## config.mk

```make
export PLATFORM = sky130hd
export DESIGN_NAME = bit_slice_alu_4bit
export DESIGN_NICKNAME = d
export VERILOG_FILES = /design/src/bsa_pkg.sv /design/src/bsa_regfile.sv /design/src/bsa_alu.sv /design/src/bit_slice_alu_4bit.sv
export SDC_FILE = /design/constraint.sdc
export NUM_CORES = 1
export LEC_CHECK = 0
export BUFFER_PORTS_ARGS = -buffer_cell sky130_fd_sc_hd__buf_2
export CORE_MARGIN = 2
export CORE_UTILIZATION = 55
export CTS_BUF_LIST = sky130_fd_sc_hd__clkbuf_4 sky130_fd_sc_hd__clkbuf_8 sky130_fd_sc_hd__clkbuf_16
export DETAILED_ROUTE_END_ITERATION = 10
export PLACE_DENSITY_LB_ADDON = 0.25
export SLEW_MARGIN = 25
export SYNTH_ARGS = -nofsm -noshare
export SYNTH_HDL_FRONTEND = slang
export SYNTH_SLANG_ARGS = --single-unit
```

## constraint.sdc

```tcl
create_clock -name clk_i -period 3.4 [get_ports clk_i]
set_input_delay 0 -clock clk_i [delete_from_list [all_inputs] [get_ports clk_i]]
set_output_delay 0 -clock clk_i [all_outputs]
set_load 0.02 [all_outputs]
```

## src/bsa_pkg.sv

```systemverilog
// shared types and codes for the four-bit bit-slice alu
package bsa_pkg;

  localparam int unsigned NibW     = 4;
  localparam int unsigned RfDepth  = 16;
  localparam int unsigned RfAddrW  = $clog2(RfDepth);

  typedef logic [NibW-1:0]    nib_t;
  typedef logic [RfAddrW-1:0] rf_addr_t;

  // operand source codes
  localparam logic [2:0] SrcAQ = 3'd0;
  localparam logic [2:0] SrcAB = 3'd1;
  localparam logic [2:0] SrcZQ = 3'd2;
  localparam logic [2:0] SrcZB = 3'd3;
  localparam logic [2:0] SrcZA = 3'd4;
  localparam logic [2:0] SrcDA = 3'd5;
  localparam logic [2:0] SrcDQ = 3'd6;
  localparam logic [2:0] SrcDZ = 3'd7;

  // function codes
  localparam logic [2:0] FnAdd  = 3'd0;
  localparam logic [2:0] FnSubR = 3'd1;
  localparam logic [2:0] FnSubS = 3'd2;
  localparam logic [2:0] FnOr   = 3'd3;
  localparam logic [2:0] FnAnd  = 3'd4;
  localparam logic [2:0] FnNotRs = 3'd5;
  localparam logic [2:0] FnXor  = 3'd6;
  localparam logic [2:0] FnXnor = 3'd7;

  // destination codes
  localparam logic [2:0] DstQReg  = 3'd0;
  localparam logic [2:0] DstNop   = 3'd1;
  localparam logic [2:0] DstRamA  = 3'd2;
  localparam logic [2:0] DstRamF  = 3'd3;
  localparam logic [2:0] DstRamQd = 3'd4;
  localparam logic [2:0] DstRamD  = 3'd5;
  localparam logic [2:0] DstRamQu = 3'd6;
  localparam logic [2:0] DstRamU  = 3'd7;

  typedef struct packed {
    rf_addr_t   addr_a;
    rf_addr_t   addr_b;
    nib_t       data_d;
    logic [2:0] source_code;
    logic [2:0] func_code;
    logic [2:0] dest_code;
    logic       carry_in;
  } in_item_t;

  typedef struct packed {
    nib_t y_out;
    logic sign_f3;
    logic zero_flag;
    logic carry_out;
    logic overflow;
    logic gen_n;
    logic prop_n;
  } out_item_t;

  typedef struct packed {
    out_item_t res;
    logic      q_we;
    nib_t      q_wdata;
    logic      rf_we;
    nib_t      rf_wdata;
  } alu_res_t;

endpackage

```

## src/bsa_regfile.sv

```systemverilog
// sixteen-entry register file, two registered read ports with write bypass
module bsa_regfile
  import bsa_pkg::*;
(
  input  logic     clk_i,
  input  logic     rst_ni,
  input  logic     rd_en_i,
  input  rf_addr_t rd_addr_a_i,
  input  rf_addr_t rd_addr_b_i,
  input  logic     wr_en_i,
  input  rf_addr_t wr_addr_i,
  input  nib_t     wr_data_i,
  output nib_t     rd_data_a_o,
  output nib_t     rd_data_b_o
);

  nib_t               mem [RfDepth];
  logic [RfDepth-1:0] valid_q;
  nib_t               rd_a_q;
  nib_t               rd_b_q;

  always_ff @(posedge clk_i or negedge rst_ni) begin
    if (!rst_ni) begin
      valid_q <= '0;
    end else if (wr_en_i) begin
      valid_q[wr_addr_i] <= 1'b1;
    end
  end

  always_ff @(posedge clk_i) begin
    if (wr_en_i) begin
      mem[wr_addr_i] <= wr_data_i;
    end
    if (rd_en_i) begin
      if (wr_en_i && (wr_addr_i == rd_addr_a_i)) begin
        rd_a_q <= wr_data_i;
      end else if (valid_q[rd_addr_a_i]) begin
        rd_a_q <= mem[rd_addr_a_i];
      end else begin
        rd_a_q <= '0;
      end
      if (wr_en_i && (wr_addr_i == rd_addr_b_i)) begin
        rd_b_q <= wr_data_i;
      end else if (valid_q[rd_addr_b_i]) begin
        rd_b_q <= mem[rd_addr_b_i];
      end else begin
        rd_b_q <= '0;
      end
    end
  end

  assign rd_data_a_o = rd_a_q;
  assign rd_data_b_o = rd_b_q;

endmodule

```

## src/bsa_alu.sv

```systemverilog
// operand select, alu function, status flags and destination write data
module bsa_alu
  import bsa_pkg::*;
(
  input  in_item_t item_i,
  input  nib_t     ra_i,
  input  nib_t     rb_i,
  input  nib_t     q_i,
  output alu_res_t res_o
);

  nib_t        r;
  nib_t        s;
  nib_t        rr;
  nib_t        ss;
  nib_t        p;
  nib_t        g;
  nib_t        f;
  logic [NibW:0] sum;
  logic [3:0]  sum_lo;
  logic        cn;
  logic        c4;
  logic        ovr;
  logic        gn;
  logic        pn;
  logic        t;
  logic        x;
  logic        x2;
  logic        allp;
  logic        anyg;

  assign cn = item_i.carry_in;

  always_comb begin
    case (item_i.source_code)
      SrcAQ:   begin r = ra_i;          s = q_i;  end
      SrcAB:   begin r = ra_i;          s = rb_i; end
      SrcZQ:   begin r = '0;            s = q_i;  end
      SrcZB:   begin r = '0;            s = rb_i; end
      SrcZA:   begin r = '0;            s = ra_i; end
      SrcDA:   begin r = item_i.data_d; s = ra_i; end
      SrcDQ:   begin r = item_i.data_d; s = q_i;  end
      default: begin r = item_i.data_d; s = '0;   end
    endcase
  end

  always_comb begin
    rr = ((item_i.func_code == FnSubR) || (item_i.func_code == FnNotRs) ||
          (item_i.func_code == FnXor)) ? ~r : r;
    ss = (item_i.func_code == FnSubS) ? ~s : s;
    p  = rr | ss;
    g  = rr & ss;
    sum    = {1'b0, rr} + {1'b0, ss} + {{NibW{1'b0}}, cn};
    sum_lo = {1'b0, rr[2:0]} + {1'b0, ss[2:0]} + {3'b000, cn};
    allp   = &p;
    anyg   = |g;
    t  = 1'b0;
    x  = 1'b0;
    x2 = 1'b0;
    case (item_i.func_code)
      FnAdd, FnSubR, FnSubS: begin
        f   = sum[NibW-1:0];
        c4  = sum[NibW];
        ovr = sum_lo[3] ^ sum[NibW];
        pn  = ~allp;
        t   = g[3] | (p[3] & (g[2] | (p[2] & (g[1] | (p[1] & g[0])))));
        gn  = ~t;
      end
      FnOr: begin
        f   = r | s;
        pn  = 1'b0;
        gn  = allp;
        c4  = ~allp | cn;
        ovr = c4;
      end
      FnAnd, FnNotRs: begin
        f   = g;
        pn  = 1'b0;
        gn  = ~anyg;
        c4  = anyg | cn;
        ovr = c4;
      end
      default: begin
        f   = (item_i.func_code == FnXor) ? (r ^ s) : ~(r ^ s);
        pn  = anyg;
        gn  = g[3] | (p[3] & (g[2] | (p[2] & (g[1] | (p[1] & p[0])))));
        t   = g[3] | (p[3] & (g[2] | (p[2] & (g[1] |
              (p[1] & p[0] & (g[0] | ~cn))))));
        c4  = ~t;
        x   = ~p[1] | (~g[1] & (~p[0] | (~g[0] & cn)));
        x2  = ~p[2] | (~g[2] & x);
        ovr = x2 ^ (~p[3] | (~g[3] & x2));
      end
    endcase
  end

  always_comb begin
    res_o.res.y_out     = (item_i.dest_code == DstRamA) ? ra_i : f;
    res_o.res.sign_f3   = f[NibW-1];
    res_o.res.zero_flag = (f == '0);
    res_o.res.carry_out = c4;
    res_o.res.overflow  = ovr;
    res_o.res.gen_n     = gn;
    res_o.res.prop_n    = pn;
    res_o.q_we     = 1'b0;
    res_o.q_wdata  = q_i;
    res_o.rf_we    = 1'b1;
    res_o.rf_wdata = f;
    case (item_i.dest_code)
      DstQReg: begin
        res_o.q_we    = 1'b1;
        res_o.q_wdata = f;
        res_o.rf_we   = 1'b0;
      end
      DstNop: begin
        res_o.rf_we = 1'b0;
      end
      DstRamA, DstRamF: begin
        res_o.rf_wdata = f;
      end
      DstRamQd: begin
        res_o.q_we     = 1'b1;
        res_o.q_wdata  = {1'b0, q_i[NibW-1:1]};
        res_o.rf_wdata = {1'b0, f[NibW-1:1]};
      end
      DstRamD: begin
        res_o.rf_wdata = {1'b0, f[NibW-1:1]};
      end
      DstRamQu: begin
        res_o.q_we     = 1'b1;
        res_o.q_wdata  = {q_i[NibW-2:0], 1'b0};
        res_o.rf_wdata = {f[NibW-2:0], 1'b0};
      end
      default: begin
        res_o.rf_wdata = {f[NibW-2:0], 1'b0};
      end
    endcase
  end

endmodule

```

## src/bit_slice_alu_4bit.sv

```systemverilog
// top level of the four-bit bit-slice alu
//
// one input transaction is one microinstruction: register file addresses a and
// b, direct data d, source, function and destination codes and carry in. each
// one gives exactly one output transaction carrying y and the status flags.
// both channels use valid and stall; a transaction moves on an edge where
// valid is high and stall is low.
// an accepted microinstruction waits in the execute register, where the
// register file read data arrive, and its result is then registered in the
// output register, which raises out_valid_o. throughput is one
// microinstruction per cycle while the receiver does not stall; the register
// file and q are written on the same edge the result is registered, and a
// write is bypassed to the read ports so a following microinstruction sees it.
// when the receiver stalls, the output register holds and the execute
// register keeps its item; in_stall_o rises only while both are full.
// reset clears the register file (through per-entry valid bits), q and
// both valid flags.
module bit_slice_alu_4bit
  import bsa_pkg::*;
(
  input  logic      clk_i,
  input  logic      rst_ni,
  input  logic      in_valid_i,
  output logic      in_stall_o,
  input  in_item_t  in_item_i,
  output logic      out_valid_o,
  input  logic      out_stall_i,
  output out_item_t out_item_o
);

  logic      exec_valid_q;
  logic      exec_valid_d;
  in_item_t  exec_item_q;
  logic      out_valid_q;
  logic      out_valid_d;
  out_item_t out_item_q;
  nib_t      q_q;
  nib_t      q_d;
  nib_t      ra;
  nib_t      rb;
  alu_res_t  alu_res;
  logic      out_free;
  logic      advance;
  logic      accept;

  assign out_free   = !out_valid_q || !out_stall_i;
  assign advance    = exec_valid_q && out_free;
  assign in_stall_o = exec_valid_q && !out_free;
  assign accept     = in_valid_i && !in_stall_o;

  bsa_regfile u_regfile (
    .clk_i       (clk_i),
    .rst_ni      (rst_ni),
    .rd_en_i     (accept),
    .rd_addr_a_i (in_item_i.addr_a),
    .rd_addr_b_i (in_item_i.addr_b),
    .wr_en_i     (advance && alu_res.rf_we),
    .wr_addr_i   (exec_item_q.addr_b),
    .wr_data_i   (alu_res.rf_wdata),
    .rd_data_a_o (ra),
    .rd_data_b_o (rb)
  );

  bsa_alu u_alu (
    .item_i (exec_item_q),
    .ra_i   (ra),
    .rb_i   (rb),
    .q_i    (q_q),
    .res_o  (alu_res)
  );

  always_comb begin
    exec_valid_d = exec_valid_q;
    if (accept) begin
      exec_valid_d = 1'b1;
    end else if (advance) begin
      exec_valid_d = 1'b0;
    end
    out_valid_d = out_valid_q;
    if (advance) begin
      out_valid_d = 1'b1;
    end else if (!out_stall_i) begin
      out_valid_d = 1'b0;
    end
    q_d = (advance && alu_res.q_we) ? alu_res.q_wdata : q_q;
  end

  always_ff @(posedge clk_i or negedge rst_ni) begin
    if (!rst_ni) begin
      exec_valid_q <= 1'b0;
      out_valid_q  <= 1'b0;
      q_q          <= '0;
    end else begin
      exec_valid_q <= exec_valid_d;
      out_valid_q  <= out_valid_d;
      q_q          <= q_d;
    end
  end

  always_ff @(posedge clk_i) begin
    if (accept) begin
      exec_item_q <= in_item_i;
    end
    if (advance) begin
      out_item_q <= alu_res.res;
    end
  end

  assign out_valid_o = out_valid_q;
  assign out_item_o  = out_item_q;

endmodule
```

==> flow_metrics.tcl <==
set metrics [dict create \
    avgRoutedWirePerCell_um 21.9 \
    worstReg2RegEnd "u_regfile.mem[9][2]" \
    tritoncts.num_buffers 17 \
    holdPathStages 1 \
    synthSimpleGateAreaFrac_pct 7.41 \
    post-route-util_pct 67.9 \
    via_count_of_the_first_global_routing_pass 4451 \
    clockPowerShare_pct 37.4 \
    post_route_cells_drive_above_1_share_pct 30.9 \
    synth_fa_ha_area_share_pct 3.14 \
    die_x_um 114 \
    count_of_flip_flops_with_a_built_in_enable_after_synthesis 100 \
    cts_tree "done" \
    violations_in_the_final_reports "setup timing" \
    hold_slack_ns 0.0727 \
    die-area_um2 13100 \
    htree_levels 4 \
    coreArea_um2 12000 \
    grt_usage_pct 25.3 \
    post-route-drc-count 0 \
    max_slew_headroom_at_the_worst_pin_pct 36.2 \
    drtPass1Iterations 7 \
    fin_worst_skew_ns 0.0103 \
    syn_area_per_cell_um2 15.1 \
    synth_cell_type_count 57 \
    worst-slew-pin-transition_ns 0.950 \
    timing_worst_setup_path_type "flop to flop" \
    setup.worst_path.end_class "flop" \
    seq_total_area_yosys_pct 53.2 \
    maxSlewViolCount 0 \
    synth.net_count 484 \
    detail-route-antenna-nets 0 \
    clk-insertion-delay-late_ns 0.42 \
    cts.clk_slew.worst_paths_ns 0.06 \
    grt_overflow_total 0 \
    grt_antenna_before_repair 0 \
    inserted_diodes 0 \
    synth_top_family_by_area "multiplexers" \
    detailedPlacementHpwl_um 10300 \
    rsz0062_at_grt "yes" \
    synthFlopType "sky130_fd_sc_hd__edfxtp_1" \
    synth_xor_xnor_area_share_pct 2.75 \
    data_arrival_critical_path_ns 3.59 \
    synth_top_cell_by_area "sky130_fd_sc_hd__edfxtp_1" \
    gp_congestion 0.947 \
    initial_utilization_pct 55.9 \
    total_power_mw 4.84 \
    crit_required_ns 3.53 \
    hold_end "exec_item_q[17]" \
    proportion_of_synthesized_flip_flops_having_asynchronous_set_or_reset_pct 18.0 \
    synth-compound-area-share_pct 8.33 \
    path_max_fanout 8 \
    dp.cells 639 \
    maxClockFrequency_mhz 290 \
    cts_root_buffer "sky130_fd_sc_hd__clkbuf_16" \
    placement_cell_area_um2 7160 \
    drv.max_cap_violation_count 0 \
    p_sw_mw 1.29 \
    layout_common_cells "sky130_fd_sc_hd__edfxtp_1, sky130_fd_sc_hd__mux4_1, sky130_fd_sc_hd__buf_4" \
    dr.first_iter.drc_count 359 \
    post_dr_vias_cell 6.20 \
    wl_um 15300 \
    rows 40 \
    vias 4337 \
    nets 582 \
    synth_top_cell_area_share_pct 44.9 \
    power.density_nw_per_um2 596 \
    vdd_drop_max_mv 0.624 \
    holdCritPathClass "input port to flop" \
    power.leakage_nw 3.12 \
    outcome "complete, but fails checks" \
    switching_share_pct 26.7 \
    fp.dieH_um 114 \
    ys_seq_elements 122 \
    syn_to_final_growth_pct 21.4 \
    final.min_clock_period_ns 3.45 \
    cts-root-to-sink-buffers 2 \
    grt_first_pass_wirelength_um 24200 \
    grt_start_max_net_pins 27 \
    combinationalPowerShare_pct 23.0 \
    post_synth_main_area_contributors "sky130_fd_sc_hd__edfxtp_1, sky130_fd_sc_hd__mux4_1, sky130_fd_sc_hd__dfrtp_1" \
    design_area_um2 8120 \
    layout_commonest_cell "sky130_fd_sc_hd__edfxtp_1" \
    yosys_warnings 0 \
    io_buffers 37 \
    final.setup.worst_slack_ns -0.0537 \
    r2r_setup_slack_ns -0.05 \
    r2r_start "exec_item_q[7]" \
    cts_sinks 122 \
    hold_viol 0 \
    finalSetupTns_ns -0.737 \
    power.sequential.fraction_pct 39.6 \
    internal-power_mw 3.55 \
    min_from "in_item_i[17]" \
    fin_crit_sh_pct 102 \
    pin_count 38 \
    synthMuxAreaShare_pct 21.9 \
    setup_slack_at_placement_ns -0.0808 \
    post_synth_instance_area_um2 6690 \
    final_setup_viols 17 \
    finalNonFillerCells 700 \
    cp-start-kind "flop" \
    worst_r2r_path_depth 14 \
    syn_inst 443 \
]
[power by group through the flow]
stage	sequential [mW]	clock (mW)	combinational, mW
final	1.92	1.81	1.11
after CTS	1.91	1.82	1.05
after global routing	1.93	1.89	1.22
after floorplan	1.93	0	0.666
after global placement	1.93	0	0.961
after detailed placement	1.94	0	0.988
[layer usage]
metal,track usage (%),routed length (µm),up-vias
li1,-,-,1970
met1,32.7,6520,2195
met2,41.6,7760,135
met3,6.46,652,37
met4,9.59,410,0
met5,0,0,-
[final cells by class]
| type | count | area, µm² |
|---|---|---|
| flip-flops and latches | 122 | 3550 |
| multi-input cells | 280 | 2990 |
| inverters | 21 | 88.8 |
| fillers | 795 | 3840 |
| repair inverters | 1 | 7.51 |
| repair buffers | 98 | 698 |
| clock buffers | 22 | 469 |
| clock inverters | 9 | 124 |
| well taps | 147 | 184 |
[cells by family after synthesis]
kind of cell	Yosys count
buffers and inverters	41
adders and majority gates	15
AOI/OAI and AO/OA	72
xor gates and xnor gates	21
DFF	122
and+or+nand+nor	93
muxes	79
[state kept, by name, indices dropped and copies added, names as in the netlist]
register and count:
out_valid_o 1, u_regfile.mem 64, u_regfile.valid_q 16, u_regfile.rd_data_a_o 4
exec_item_q 18, u_regfile.rd_data_b_o 4, out_item_o 10, q_q 4
exec_valid_q 1
[timing repair]
item,in CTS,in global routing
hold buffers,19,0
setup endpoints to repair,64,76
cloned,1,0
hold endpoints to repair,39,0
resized for setup,9,15
setup buffers,5,5
pin swaps,0,11
[critical path, stage by stage (launching register included)]
cell and delay, ns:
sky130_fd_sc_hd__edfxtp_1 0.38, sky130_fd_sc_hd__buf_4 0.15, sky130_fd_sc_hd__o21a_1 0.20, sky130_fd_sc_hd__a22oi_2 0.20
sky130_fd_sc_hd__xnor2_1 0.17, sky130_fd_sc_hd__inv_1 0.11, sky130_fd_sc_hd__fa_2 0.38, sky130_fd_sc_hd__inv_2 0.07
sky130_fd_sc_hd__fa_2 0.44, sky130_fd_sc_hd__a21oi_2 0.11, sky130_fd_sc_hd__a311o_1 0.17, sky130_fd_sc_hd__nand2_2 0.08
sky130_fd_sc_hd__a222oi_1 0.32, sky130_fd_sc_hd__buf_4 0.23, sky130_fd_sc_hd__clkinvlp_4 0.15
[worst max path at each step]
stage                               from                   to  slack, ns  depth (start not counted)
after global routing      exec_item_q[8]  u_regfile.mem[9][2]      -0.26                         13
after CTS                 exec_item_q[8]  u_regfile.mem[9][2]      -0.02                         14
after global placement    exec_item_q[8]  u_regfile.mem[6][2]     -0.007                         14
after floorplan           exec_item_q[8]  u_regfile.mem[0][2]      0.005                         12
after detailed placement  exec_item_q[8]  u_regfile.mem[3][1]      -0.08                         14
final                     exec_item_q[7]  u_regfile.mem[9][2]      -0.05                         14
[synthesized netlist by cell type, drive strengths merged (2+ instances only)]
library cell    n
o21bai          3
o32ai           2
nor3b           2
a222oi          5
a22oi           6
a22o            2
nand2          18
nor2b           3
o211ai          8
xor2            6
o21ai           7
mux2i          27
mux2           12
a21o            6
xnor2          15
inv            20
edfxtp        100
nor3            6
o21a            3
nor4            3
nor2           23
nand3           6
nand2b          9
clkbuf          6
nand3b          3
a21oi          19
ha             12
buf            14
mux4           40
fa              3
or2            16
dfrtp          22
Power figures use the tool's default switching activity.
